[src/hdl/chunk_frustum_visibility_defines.svh]
// Assertion helpers for chunk_frustum_visibility.sv.
`ifndef CHUNK_FRUSTUM_VISIBILITY_DEFINES_SVH
`define CHUNK_FRUSTUM_VISIBILITY_DEFINES_SVH

// Property checked on every rising edge outside reset.
`define CFV_ASSERT(lbl, prop, msg) \
  lbl: assert property (@(posedge clk_i) disable iff (!rst_ni) (prop)) else $error(msg);

// Antecedent in this cycle, consequent in the next one.
`define CFV_ASSERT_NEXT(lbl, ante, cons, msg) \
  lbl: assert property (@(posedge clk_i) disable iff (!rst_ni) (ante) |=> (cons)) \
    else $error(msg);

`endif

[src/hdl/cfv_pkg.sv]
package cfv_pkg;

  // Chunk geometry and plane table size
  localparam int PLANE_COUNT  = 6;
  localparam int CHUNK_WIDTH  = 16;
  localparam int CHUNK_HEIGHT = 256;
  localparam int CHUNK_DEPTH  = 16;

  localparam int QSCALE = 256;
  localparam int X_SPAN = CHUNK_WIDTH * QSCALE;
  localparam int Z_SPAN = CHUNK_DEPTH * QSCALE;
  localparam int Y_TOP  = CHUNK_HEIGHT * QSCALE;

  // Datapath widths
  localparam int COORD_W = 33;               // Q.8 box corner, max corner included
  localparam int PROD_W  = 16 + COORD_W + 1; // normal times corner
  localparam int DOT_W   = PROD_W + 2;       // three terms plus offset
  localparam int GAP_W   = 33;               // camera to rectangle gap
  localparam int SQ_W    = 2 * GAP_W;
  localparam int LIM_W   = 25;               // render distance plus diagonal
  localparam int LIMSQ_W = 2 * LIM_W;

  localparam logic [23:0] RDIST_RESET = 24'd32768;

  // Elaboration-time integer square root
  function automatic int unsigned isqrt_c(input longint unsigned n);
    int unsigned     r;
    longint unsigned t;
    r = 0;
    for (int b = 31; b >= 0; b--) begin
      t = longint'(r | (32'd1 << b));
      if (t * t <= n) begin
        r = r | (32'd1 << b);
      end
    end
    return r;
  endfunction

  // Chunk diagonal in Q.8, rounded down
  localparam int unsigned DIAG = isqrt_c(
      longint'(CHUNK_WIDTH * CHUNK_WIDTH + CHUNK_DEPTH * CHUNK_DEPTH) * 64'd65536);

  typedef enum logic {
    OP_LOAD = 1'b0,
    OP_TEST = 1'b1
  } opcode_e;

  typedef enum logic [1:0] {
    REASON_EMPTY  = 2'd0,
    REASON_INSIDE = 2'd1,
    REASON_NEAR   = 2'd2,
    REASON_CULLED = 2'd3
  } reason_e;

  typedef enum logic [1:0] {
    CFG_CAMERA_X   = 2'd0,
    CFG_CAMERA_Z   = 2'd1,
    CFG_RENDER_DIS = 2'd2
  } cfg_idx_e;

  typedef struct packed {
    logic signed [15:0] nx;
    logic signed [15:0] ny;
    logic signed [15:0] nz;
    logic signed [47:0] offset;
  } plane_t;

  typedef struct packed {
    logic signed [COORD_W-1:0] x0;
    logic signed [COORD_W-1:0] x1;
    logic signed [COORD_W-1:0] z0;
    logic signed [COORD_W-1:0] z1;
  } box_t;

  // Input tdata, last field in the lowest bits
  typedef struct packed {
    logic [3:0]         pad;
    logic               occupied;
    logic signed [23:0] chunk_z;
    logic signed [23:0] chunk_x;
    logic signed [47:0] plane_offset;
    logic signed [15:0] normal_z;
    logic signed [15:0] normal_y;
    logic signed [15:0] normal_x;
    logic [2:0]         plane_index;
  } in_data_t;

  localparam int IN_DATA_W = $bits(in_data_t);

endpackage

[src/hdl/cfv_plane.sv]
// One frustum plane: positive vertex, dot product, sign test. Two stages.
module cfv_plane import cfv_pkg::*; (
  input  logic   clk_i,
  input  logic   en_i,
  input  plane_t plane_i,
  input  box_t   box_i,
  output logic   fail_o
);

  logic signed [COORD_W-1:0] px;
  logic signed [COORD_W-1:0] pz;
  logic signed [PROD_W-1:0]  prod_x_d, prod_x_q;
  logic signed [PROD_W-1:0]  prod_z_d, prod_z_q;
  logic signed [DOT_W-1:0]   base_d, base_q;
  logic signed [DOT_W-1:0]   dot;
  logic                      fail_q;

  // corner furthest along the normal; zero component takes the max side
  assign px = plane_i.nx[15] ? box_i.x0 : box_i.x1;
  assign pz = plane_i.nz[15] ? box_i.z0 : box_i.z1;

  assign prod_x_d = plane_i.nx * px;
  assign prod_z_d = plane_i.nz * pz;
  assign base_d   = (plane_i.ny[15] ? DOT_W'(0) : DOT_W'(plane_i.ny) * DOT_W'(Y_TOP))
                    + DOT_W'(plane_i.offset);

  assign dot = DOT_W'(prod_x_q) + DOT_W'(prod_z_q) + base_q;

  always_ff @(posedge clk_i) begin
    if (en_i) begin
      prod_x_q <= prod_x_d;
      prod_z_q <= prod_z_d;
      base_q   <= base_d;
      fail_q   <= dot[DOT_W-1];
    end
  end

  assign fail_o = fail_q;

endmodule
[config.mk]
export PLATFORM = sky130hd
export DESIGN_NAME = cfv_plane
export DESIGN_NICKNAME = d
export VERILOG_FILES = /design/src/hdl/chunk_frustum_visibility_defines.svh /design/src/hdl/cfv_pkg.sv /design/src/hdl/cfv_plane.sv
export SDC_FILE = /design/constraint.sdc
export NUM_CORES = 2
export LEC_CHECK = 0
export BUFFER_PORTS_ARGS = -buffer_cell sky130_fd_sc_hd__buf_4
export CAP_MARGIN = 5
export CORE_MARGIN = 4
export CORE_UTILIZATION = 25
export CTS_BUF_LIST = sky130_fd_sc_hd__clkbuf_4
export CTS_CLUSTER_SIZE = 10
export DETAILED_ROUTE_END_ITERATION = 7
export PLACE_DENSITY_LB_ADDON = 0.1
export RECOVER_POWER = 50
export SLEW_MARGIN = 30
export SYNTH_ARGS = -nofsm -noshare
export SYNTH_HDL_FRONTEND = slang
export SYNTH_SLANG_ARGS = --single-unit
[constraint.sdc]
create_clock -name clk_i -period 15.45 [get_ports clk_i]
set_input_delay 1.545 -clock clk_i [delete_from_list [all_inputs] [get_ports clk_i]]
set_output_delay 1.545 -clock clk_i [all_outputs]
set_load 0.01 [all_outputs]
==> impl_metrics.py <==
metrics = {
    "run_status": {
        "status": "finished, violations left",
        "violations": "capacitance limit, slew limit",
    },
    "synthesis": {
        "synthCells": 4713,
        "yosys.area.top_type": "fa_1",
        "syn_avg_cell_area_um2": 9.52,
        "synth_fp_nets": 6288,
        "yosysTopAreaCellShare_pct": 46.8,
        "synth-seq-cells": 148,
        "ys_warn_count": 0,
        "synth_area_leaders": "fa_1, edfxtp_1, inv_1, ha_1, and2_1",
        "syn_area_um2": 44900,
        "synth-edff-count": 148,
        "ys.flop_type": "edfxtp_1",
        "ys_seq_area_share_pct": 9.91,
        "synth.distinct_cells": 75,
        "async_reset_ff_share_pct": 0,
    },
    "sta": {
        "fin_tns_setup_ns": 0,
        "period_share_pct": 63.5,
        "tightest_slew_ns": 4.73,
        "fmax_mhz": 102,
        "min_period_ns": 9.80,
        "max_slew_margin_pct": -216,
        "fin_worst_skew_ns": 0.0437,
        "rsz0062_at_grt": "no",
        "final-setup-viol-count": 0,
        "slew_violations": 249,
        "hold_violations": 0,
    },
    "floorplanning": {
        "core_area_um2": 178000,
        "ios": 231,
        "die_h_um": 432,
        "rows": 155,
        "dieArea_um2": 186000,
        "fp.dieW_um": 432,
        "start_util_pct": 25.1,
    },
    "clock_network": {
        "ctsLongestPathBuffers": 3,
        "htree_levels": 4,
        "cts_tree": "yes",
        "holdBufCountCts": 0,
        "clk_latency_ns": 0.61,
        "cts_resized": 0,
        "postCtsSetupRepairBufs": 0,
        "clkSinkCount": 148,
        "cts_root_buf": "clkbuf_4",
        "path_clk_slew_ns": 0.14,
        "cts_buffers": 25,
    },
    "worst_setup_path": {
        "critical_path_required_ns": 15.83,
        "critPathSlowestCell": "clkbuf_1",
        "cpPeakStageDelay_ns": 1.67,
        "cp_num_buf_inv": 4,
        "timing.rr.end": "fail_o$_DFFE_PP_",
        "reg2regPathDepth": 9,
        "cp_cell_sequence": "clkbuf_1 -> mux2i_1 -> nand2b_1 -> fa_1 -> inv_1 -> ha_1 -> inv_1 -> fa_1 -> fa_1 -> inv_1 -> fa_1 -> fa_1 -> ha_1 -> and2_1 -> and4_1 -> o21ai_0 -> a21boi_1 -> o21ai_2 -> a31oi_1 -> o21ai_2 -> o31ai_1 -> a21oi_1 -> xnor2_1",
        "crit_path_start_kind": "primary input",
        "arrival_ns": 10.19,
        "cp-end-kind": "register",
        "crit_top_cell": "fa_1",
        "critPathTopFamily": "adder cells",
        "worstReg2RegStart": "prod_x_q[26]$_DFFE_PP_",
        "rrSetupSlack_ns": 11.74,
        "path_max_fanout": 40,
        "path_class": "in2reg",
    },
    "detailed_routing": {
        "drt_wl_total_um": 133000,
        "drc": 0,
        "viasPerCell": 4.28,
        "ant_nets": 0,
        "dr.pass1.iters": 7,
        "num_vias": 30500,
        "drt-initial-drc-count": 1105,
        "wire_per_inst_um": 18.7,
    },
    "layout": {
        "layout.nets": 6351,
        "final_common_cell": "inv_1",
        "layout-drive-gt1-share_pct": 7.51,
        "area_delta_synth_final_pct": 9.44,
        "fillCellCount": 19300,
        "mostFrequentLayoutCells": "inv_1, fa_1, nand2_1",
    },
    "place": {
        "hpwl_um": 112000,
        "place_congestion": 0.776,
        "portBuffers": 230,
    },
    "hold_path": {
        "hold_start": "base_q[50]$_DFFE_PP_",
        "min_delay_path_depth": 3,
        "min_to": "fail_o$_DFFE_PP_",
        "worstHoldPathType": "reg2reg",
    },
    "grt": {
        "grt_pass1_vias": 35500,
        "grtUsageTotal_pct": 14.7,
        "overflow": 0,
        "grt_pass1_wl_um": 211000,
        "antenna_found_initial": 5,
        "grt_max_degree": 84,
    },
    "run": {
        "cap_violations": 5,
    },
}
[cell usage after synthesis, types with 5 or more instances]
library cell	n
a21oi_2	5
a21oi_1	116
mux2_2	64
a31oi_1	14
xnor2_1	87
fa_1	1049
and2_1	401
nand2_1	620
o21a_1	17
buf_1	11
nand3_1	26
buf_2	6
o21bai_1	8
nand2b_1	32
xor2_1	38
clkbuf_1	177
nor2_1	124
o21ai_0	51
nor2b_1	49
edfxtp_1	148
nand4_1	26
nor3_1	14
ha_1	296
o21ai_1	6
o211ai_1	5
and3_1	10
a21o_1	70
o21ai_2	6
a211oi_1	9
inv_1	1144
[stage by stage]
step	hold WS, ns	instances	setup WS, ns	utilization (%)	instance area, µm²
floorplan	0.847	4713	7.39	-	44900
global placement	0.889	7104	6.41	27.4	48800
detailed placement	0.890	7104	6.43	27.4	48800
CTS	0.893	7137	7.07	27.5	49100
global route	0.937	7138	5.04	27.5	49100
finish	0.884	7139	5.65	27.5	49100
[kinds of logic (layout without fill, tap and decap cells)]
group	Yosys count	count (layout)	synth area share, %
fa+ha+maj	1345	1345	55.1
flops	148	148	9.91
simple gates	1331	1331	14.4
mux	68	68	1.70
buf+inv	1342	1411	11.2
xor+xnor	125	125	2.44
compound gates	354	354	5.26
other cells	0	2	0
[worst max path at each step]
stage                start                     end  cells past startpoint  slack [ns]
2_1_floorplan  plane_i[63]  prod_z_q[42]$_DFFE_PP_                     24        7.39
3_3_place_gp   plane_i[95]  prod_x_q[45]$_DFFE_PP_                     24        6.41
3_5_place_dp   plane_i[95]  prod_x_q[45]$_DFFE_PP_                     24        6.43
4_1_cts        plane_i[95]  prod_x_q[45]$_DFFE_PP_                     24        7.07
5_1_grt        plane_i[63]  prod_z_q[48]$_DFFE_PP_                     24        5.04
6_report       plane_i[63]  prod_z_q[48]$_DFFE_PP_                     23        5.65
[per-layer routing]
layer | share of wire [%] | vias up | track usage (%)
li1 | - | 14100 | -
met1 | 41 | 16000 | 17.8
met2 | 55 | 323 | 28.4
met3 | 1.9 | 94 | 1.13
met4 | 2.5 | 2 | 3.11
met5 | 0.0060 | - | 0
[worst register-to-register path, cell delays in order (launching register included)]
cell,delay [ns]
edfxtp_1,0.43
fa_1,0.50
ha_1,0.32
nand4_1,0.11
nor2_1,0.33
o2111ai_1,0.33
o221ai_1,0.57
a21oi_1,0.25
o311ai_0,0.51
mux2i_1,0.14
[layout make-up]
cell class / count / area (µm²) / area share (%)
Antenna cell: 2 / 5.00 / 0.0102
Clock buffer: 28 / 210 / 0.428
Clock inverter: 5 / 98.8 / 0.201
Inverter: 1146 / 4300 / 8.76
Multi-Input combinational cell: 3223 / 35400 / 72.1
Sequential cell: 148 / 4440 / 9.05
Tap cell: 2355 / 2950 / 6.00
Timing Repair Buffer: 232 / 1720 / 3.49
[sequential cells by signal (all words and copies together) (netlist names)]
signal and flops:
prod_x_q 49, base_q 49, fail_o 1, prod_z_q 49
Power is left out: the tool's default activity adds up to more than one toggle a clock period on the data nets, which glitch-free logic cannot reach.
